[src/tccw_pkg.sv]
`default_nettype none

package tccw_pkg;

   localparam int MAX_ROWS    = 32;
   localparam int MAX_COLUMNS = 128;
   localparam int ROW_W       = $clog2(MAX_ROWS);
   localparam int COL_W       = $clog2(MAX_COLUMNS);
   localparam int ADDR_W      = ROW_W + COL_W;
   localparam int CHAR_W      = 16;
   localparam int OP_W        = 2;
   localparam int VIS_CFG_W   = 7;
   localparam int ROWS_CFG_W  = 6;
   localparam int CSR_DATA_W  = 7;

   localparam logic [OP_W-1:0] OP_PUT   = 2'd0;
   localparam logic [OP_W-1:0] OP_CLEAR = 2'd1;
   localparam logic [OP_W-1:0] OP_READ  = 2'd2;

   localparam logic [CHAR_W-1:0] NEWLINE_CODE = 16'd10;
   localparam logic [CHAR_W-1:0] NULL_CODE    = 16'd0;

   localparam logic CSR_VISIBLE_COLUMNS = 1'b0;
   localparam logic CSR_ROWS_IN_USE     = 1'b1;

   localparam logic [VIS_CFG_W-1:0]  VIS_RESET  = 7'd80;
   localparam logic [ROWS_CFG_W-1:0] ROWS_RESET = 6'd25;

   typedef struct packed {
      logic              en;
      logic [ADDR_W-1:0] addr;
      logic [CHAR_W-1:0] data;
   } mem_wr_type;

   typedef struct packed {
      logic [CHAR_W-1:0] read_data;
      logic [ROW_W-1:0]  cursor_row;
      logic [COL_W-1:0]  cursor_column;
   } result_type;

endpackage

`default_nettype wire

[src/tccw_ctrl.sv]
`default_nettype none

module tccw_ctrl (
   input  wire logic                            clock,
   input  wire logic                            reset,
   input  wire logic                            req_valid,
   output logic                                 req_ready,
   input  wire logic [tccw_pkg::OP_W-1:0]       req_op,
   input  wire logic [tccw_pkg::CHAR_W-1:0]     req_character,
   input  wire logic [tccw_pkg::ROW_W-1:0]      req_read_row,
   input  wire logic [tccw_pkg::COL_W-1:0]      req_read_column,
   input  wire logic [tccw_pkg::VIS_CFG_W-1:0]  vis_eff,
   input  wire logic [tccw_pkg::ROWS_CFG_W-1:0] rows_eff,
   output logic                                 res_valid,
   input  wire logic                            res_take,
   output tccw_pkg::result_type                 res,
   output tccw_pkg::mem_wr_type                 mem_wr,
   output logic                                 rd_en,
   output logic [tccw_pkg::ADDR_W-1:0]          rd_addr,
   input  wire logic [tccw_pkg::CHAR_W-1:0]     rd_data
);

   typedef enum logic [2:0] {
      S_IDLE,
      S_NL,
      S_MOD,
      S_SWEEP,
      S_PUT,
      S_READ,
      S_DONE
   } state_type;

   state_type                           state_ff, state_in;
   logic [tccw_pkg::ROW_W-1:0]          cur_row_ff, cur_row_in;
   logic [tccw_pkg::COL_W-1:0]          cur_col_ff, cur_col_in;
   logic [tccw_pkg::COL_W-1:0]          sweep_col_ff, sweep_col_in;
   logic [tccw_pkg::ROWS_CFG_W-1:0]     mod_ff, mod_in;
   logic [tccw_pkg::CHAR_W-1:0]         char_ff, char_in;
   logic [tccw_pkg::CHAR_W-1:0]         data_ff, data_in;
   logic                                char_pend_ff, char_pend_in;
   logic                                resp_pend_ff, resp_pend_in;
   logic [tccw_pkg::MAX_ROWS-1:0]       row_valid_ff, row_valid_in;

   always_comb begin
      state_in     = state_ff;
      cur_row_in   = cur_row_ff;
      cur_col_in   = cur_col_ff;
      sweep_col_in = sweep_col_ff;
      mod_in       = mod_ff;
      char_in      = char_ff;
      data_in      = data_ff;
      char_pend_in = char_pend_ff;
      resp_pend_in = resp_pend_ff;
      row_valid_in = row_valid_ff;
      mem_wr       = '0;
      rd_en        = 1'b0;
      rd_addr      = {req_read_row, req_read_column};

      unique case (state_ff)
         S_IDLE: begin
            if (req_valid) begin
               data_in      = '0;
               resp_pend_in = 1'b1;
               unique case (req_op)
                  tccw_pkg::OP_PUT: begin
                     if (req_character == tccw_pkg::NULL_CODE) begin
                        state_in = S_DONE;
                     end else if (req_character == tccw_pkg::NEWLINE_CODE) begin
                        char_pend_in = 1'b0;
                        state_in     = S_NL;
                     end else if (cur_col_ff >= vis_eff) begin
                        char_in      = req_character;
                        char_pend_in = 1'b1;
                        state_in     = S_NL;
                     end else begin
                        mem_wr.en   = 1'b1;
                        mem_wr.addr = {cur_row_ff, cur_col_ff};
                        mem_wr.data = req_character;
                        cur_col_in  = cur_col_ff + 1'b1;
                        state_in    = S_DONE;
                     end
                  end
                  tccw_pkg::OP_CLEAR: begin
                     row_valid_in = '0;
                     cur_row_in   = '0;
                     cur_col_in   = '0;
                     sweep_col_in = '0;
                     char_pend_in = 1'b0;
                     state_in     = S_SWEEP;
                  end
                  tccw_pkg::OP_READ: begin
                     if (({1'b0, req_read_row} < rows_eff) && (req_read_column <= vis_eff)
                         && row_valid_ff[req_read_row]) begin
                        rd_en    = 1'b1;
                        state_in = S_READ;
                     end else begin
                        state_in = S_DONE;
                     end
                  end
                  default: begin
                     state_in = S_DONE;
                  end
               endcase
            end
         end
         S_NL: begin
            mem_wr.en   = 1'b1;
            mem_wr.addr = {cur_row_ff, cur_col_ff};
            mem_wr.data = tccw_pkg::NEWLINE_CODE;
            mod_in      = tccw_pkg::ROWS_CFG_W'(cur_row_ff) + 1'b1;
            state_in    = S_MOD;
         end
         S_MOD: begin
            if (mod_ff >= rows_eff) begin
               mod_in = mod_ff - rows_eff;
            end else begin
               cur_row_in   = mod_ff[tccw_pkg::ROW_W-1:0];
               cur_col_in   = '0;
               sweep_col_in = '0;
               state_in     = S_SWEEP;
            end
         end
         S_SWEEP: begin
            mem_wr.en    = 1'b1;
            mem_wr.addr  = {cur_row_ff, sweep_col_ff};
            mem_wr.data  = '0;
            sweep_col_in = sweep_col_ff + 1'b1;
            if (sweep_col_ff == '1) begin
               row_valid_in[cur_row_ff] = 1'b1;
               if (char_pend_ff) begin
                  state_in = S_PUT;
               end else if (resp_pend_ff) begin
                  state_in = S_DONE;
               end else begin
                  state_in = S_IDLE;
               end
            end
         end
         S_PUT: begin
            mem_wr.en    = 1'b1;
            mem_wr.addr  = {cur_row_ff, cur_col_ff};
            mem_wr.data  = char_ff;
            cur_col_in   = cur_col_ff + 1'b1;
            char_pend_in = 1'b0;
            state_in     = S_DONE;
         end
         S_READ: begin
            data_in  = rd_data;
            state_in = S_DONE;
         end
         S_DONE: begin
            if (res_take) begin
               resp_pend_in = 1'b0;
               state_in     = S_IDLE;
            end
         end
         default: begin
            state_in = S_IDLE;
         end
      endcase
   end

   always_ff @(posedge clock) begin
      mod_ff  <= mod_in;
      char_ff <= char_in;
      data_ff <= data_in;
      if (reset) begin
         state_ff     <= S_SWEEP;
         cur_row_ff   <= '0;
         cur_col_ff   <= '0;
         sweep_col_ff <= '0;
         char_pend_ff <= 1'b0;
         resp_pend_ff <= 1'b0;
         row_valid_ff <= '0;
      end else begin
         state_ff     <= state_in;
         cur_row_ff   <= cur_row_in;
         cur_col_ff   <= cur_col_in;
         sweep_col_ff <= sweep_col_in;
         char_pend_ff <= char_pend_in;
         resp_pend_ff <= resp_pend_in;
         row_valid_ff <= row_valid_in;
      end
   end

   assign req_ready         = (state_ff == S_IDLE);
   assign res_valid         = (state_ff == S_DONE);
   assign res.read_data     = data_ff;
   assign res.cursor_row    = cur_row_ff;
   assign res.cursor_column = cur_col_ff;

   a_no_read_on_write: assert property (@(posedge clock) disable iff (reset)
      !(mem_wr.en && rd_en))
      else $error("char store read and write in the same cycle");

   a_cursor_row_cleared: assert property (@(posedge clock) disable iff (reset)
      (state_ff == S_IDLE) |-> row_valid_ff[cur_row_ff])
      else $error("cursor row not cleared while idle");

   a_read_data_next: assert property (@(posedge clock) disable iff (reset)
      rd_en |=> (state_ff == S_READ))
      else $error("read issued without capture cycle");

   a_mod_bound: assert property (@(posedge clock) disable iff (reset)
      (state_ff == S_MOD) |-> (mod_ff <= tccw_pkg::ROWS_CFG_W'(tccw_pkg::MAX_ROWS)))
      else $error("row wrap value out of range");

endmodule

`default_nettype wire

[config.mk]
export PLATFORM = sky130hd
export DESIGN_NAME = tccw_ctrl
export DESIGN_NICKNAME = d
export VERILOG_FILES = /design/src/tccw_pkg.sv /design/src/tccw_ctrl.sv
export SDC_FILE = /design/constraint.sdc
export NUM_CORES = 1
export LEC_CHECK = 0
export BUFFER_PORTS_ARGS = -buffer_cell sky130_fd_sc_hd__buf_2
export CORE_ASPECT_RATIO = 0.9
export CORE_MARGIN = 4
export CORE_UTILIZATION = 54
export DETAILED_ROUTE_END_ITERATION = 12
export PLACE_DENSITY = 0.91
export SLEW_MARGIN = 20
export SYNTH_ARGS = -nofsm -noshare
export SYNTH_HDL_FRONTEND = slang
export SYNTH_SLANG_ARGS = --single-unit
[constraint.sdc]
create_clock -name clock -period 4.3 [get_ports clock]
set_input_delay 1.075 -clock clock [delete_from_list [all_inputs] [get_ports clock]]
set_output_delay 1.075 -clock clock [all_outputs]
set_load 0.02 [all_outputs]
==> summary.md <==
| Metric | Value |
|---|---|
| Vias | `4675` |
| Setup TNS | `0 ns` |
| Post-route ant nets | `0` |
| Dpl cell area | `5920 um2` |
| Yosys top cell area share | `0.218` |
| Final nets | `757` |
| Top cells by area, synth | `edfxtp_1 22%, dfxtp_1 21%, ha_1 7.2%` |
| Die Ht | `101 um` |
| WP buf/inv | `3` |
| Iteration-0 DRC Markers | `325` |
| Most frequent CP cell | `buf_2` |
| PD cells | `410 nW/um2` |
| Total Routed Length | `13900 um` |
| Reg clk slew, reported paths | `0.09 ns` |
| Initial Utilization | `0.564` |
| Reg area | `2260 um2` |
| Slew headroom | `0.495` |
| Final hold vios | `0` |
| Compound-cell area share of the yosys netlist | `0.165` |
| Pleak | `0.00269 uW` |
| Setup Buffers After CTS | `0` |
| Main combinational cell family by area after synthesis | `simple AND/OR/NAND/NOR gates` |
| Row count | `33` |
| Power Total | `2520 uW` |
| Asr flop ratio synth | `0` |
| # hold bufs at CTS | `0` |
| Post-layout util | `0.660` |
| Crit path max-delay family | `simple AND/OR/NAND/NOR gates` |
| Worst Tran Pin Value | `0.755 ns` |
| Share of cells above drive strength 1 | `0.274` |
| # setup viols final | `0` |
| Adder-cell share of the synthesized area | `0.0754` |
| Xor/xnor share of the synthesized area | `0.0200` |
| Synth-to-layout area growth | `17.0%` |
| Fin area | `6140 um2` |
| Core Area | `9290 um2` |
| Multiplexer area fraction after synthesis | `0.0394` |
| Slew Viols, Final | `0` |
| Area of the die | `11400 um2` |
| Clock Latency Late Sink | `0.37 ns` |
| Final worst path period need | `4.16 ns` |
| Slowest library cell on the worst path | `ha_1` |
| Boundary pin count | `135` |
| Peak supply drop | `0.000245 V` |
| Data required, critical path | `3.22 ns` |
| Wire length on met2 | `6740 um` |
| Max-cap viol count | `0` |
| Clock Root Buffer | `clkbuf_8` |
| Port bufs | `134` |
| Worst EP arrival | `3.08 ns` |
| Synth top cells by count | `61 x nor2_1, 60 x a21oi_1, 56 x dfxtp_1` |
| GRT overflow | `0` |
| Cell variety after synth | `64` |
| First-pass GRT wire length | `22400 um` |
| DRT Pass-1 Iters | `5` |
| Most common cell in the synthesized netlist | `nor2_1` |
| Synth Area per Inst | `9.57 um2` |
| Critical path type | `in -> out` |
| Vias in the first global route | `4570` |
| Antenna violations before repair | `0` |
| Antenna diodes | `0` |
| Worst Setup End Kind | `output port` |
| Critical Path Fanout Max | `7` |
| Fmax achieved | `0.240 GHz` |
| Post-synth EDFFs | `38` |
| Ys Warns | `0` |
| Status | `complete, no violations` |
| CP cell instances | `buf_2 > inv_1 > ha_1 > nand4_1 > and3_1 > o21ai_1 > nor3_2 > or2_1 > a21o_1 > a22o_1 > buf_2` |
| Filler instances | `734` |
| FF+latch count, synth | `94` |
| H-tree depth | `3` |
| CTS tree | `built` |
| Worst hold path class | `reg -> reg` |
| Leading area contributor after synthesis | `edfxtp_1` |
| Via/cell ratio | `5.92` |
| Top routing layer in use | `met4` |
| Tcrit/Tclk final | `0.967` |
| Largest net degree at the start of global routing | `33` |
| Placed wire-length estimate | `10500 um` |
| M1 WL | `5560 um` |
| Number of buffers created by CTS | `9` |
| Total GRT Usage | `0.245` |
| Multi-input logic area | `2680 um2` |
| Unrepaired setup endpoints after global routing | `no` |
| Synth Instances | `548` |
| Sink Count | `94` |
| Post-Syn Area | `5240 um2` |
| Clock skew | `0.0169 ns` |
| Crit path launch type | `input pin` |
| Residual DRC | `0` |
| GP Congestion | `0.950` |
| Routed WL per cell | `17.6 um` |
| Sequential area share after synthesis | `0.431` |
| Worst path max stage delay | `0.34 ns` |
| Final hold slack | `0.476 ns` |
| Met3 Wirelength | `1170 um` |
| Die Width | `112 um` |
| Simple-Gate Fraction of Synth Area | `0.209` |
| Clock Path Buffers | `2` |
| Ys flop type | `dfxtp_1` |
| Syn_nets | `642` |
## cells by family after synthesis
logic type | Yosys count
muxes | 13
adders and majority gates | 31
xor gates and xnor gates | 12
and+or+nand+nor | 202
AOI/OAI and AO/OA | 133
DFF | 94
buffers and inverters | 63
## worst paths after layout
kind / slack (ns) / start / cells after the start / endpoint
worst max-delay path: 0.14 / vis_eff[6] / 11 / mem_wr[21]
worst min-delay path: 0.48 / row_valid_ff[31]$_SDFFE_PP0P_ / 2 / row_valid_ff[31]$_SDFFE_PP0P_
worst max register to register: 1.41 / cur_col_ff[0]$_SDFFE_PP0P_ / 10 / cur_row_ff[3]$_SDFFE_PP0P_
worst min register to register: 0.48 / row_valid_ff[31]$_SDFFE_PP0P_ / 2 / row_valid_ff[31]$_SDFFE_PP0P_
## cells in the final DEF (no fill, tap or decap), drive strengths merged, types with 7 or more instances in the layout
cell / instances
nand4: 7
xor2: 7
edfxtp: 38
a311oi: 7
nand2b: 10
and2: 21
inv: 28
nor3: 18
nor2: 61
a21oi: 60
dfxtp: 56
clkbuf: 9
nor2b: 7
nand3: 18
ha: 30
and3: 7
nand2: 28
buf: 142
a22o: 21
o21ai: 15
## per-stage QoR
stage | worst slack [ns] | cells
final | 0.141 | 790
after global routing | 0.0242 | 790
after CTS | 0.108 | 790
after detailed placement | 0.121 | 774
after global placement | 0.177 | 774
after floorplan | 0.408 | 548
## registers in the layout, summed over array words and instances, names as in the netlist
register / cells
resp_pend_ff: 1
char_ff: 16
mod_ff: 6
state_ff: 3
sweep_col_ff: 7
cur_col_ff: 7
data_ff: 16
cur_row_ff: 5
char_pend_ff: 1
row_valid_ff: 32
## area by class of cell
cell class	count	share of cell area
Clock buffer	9	0.0202
Clock inverter	7	0.0147
Inverter	25	0.0153
Multi-Input combinational cell	391	0.437
Sequential cell	94	0.369
Tap cell	122	0.0249
Timing Repair Buffer	142	0.119
## routing by layer
metal / global-route usage / vias up
li1: - / 2217
met1: 0.307 / 2193
met2: 0.415 / 230
met3: 0.0579 / 35
met4: 0.0935 / 0
met5: 0 / -
## power breakdown
group	switching [uW]	internal, uW
registers	78.9	1000
clock network	337	284
logic	511	304
## what timing repair did
| action | in CTS | in global routing |
|---|---|---|
| resized for setup | 0 | 1 |
| setup endpoints to repair | 0 | 6 |
| endpoints found under the hold margin | 0 | 0 |
## worst min-delay path: cells and delay by family, from the launching register on
kind	cells	cell delay (ns)
AOI/OAI and AO/OA	1	0.04
and+or+nand+nor	1	0.07
DFF	1	0.34
Note: power is estimated with default switching activity, not from simulation.
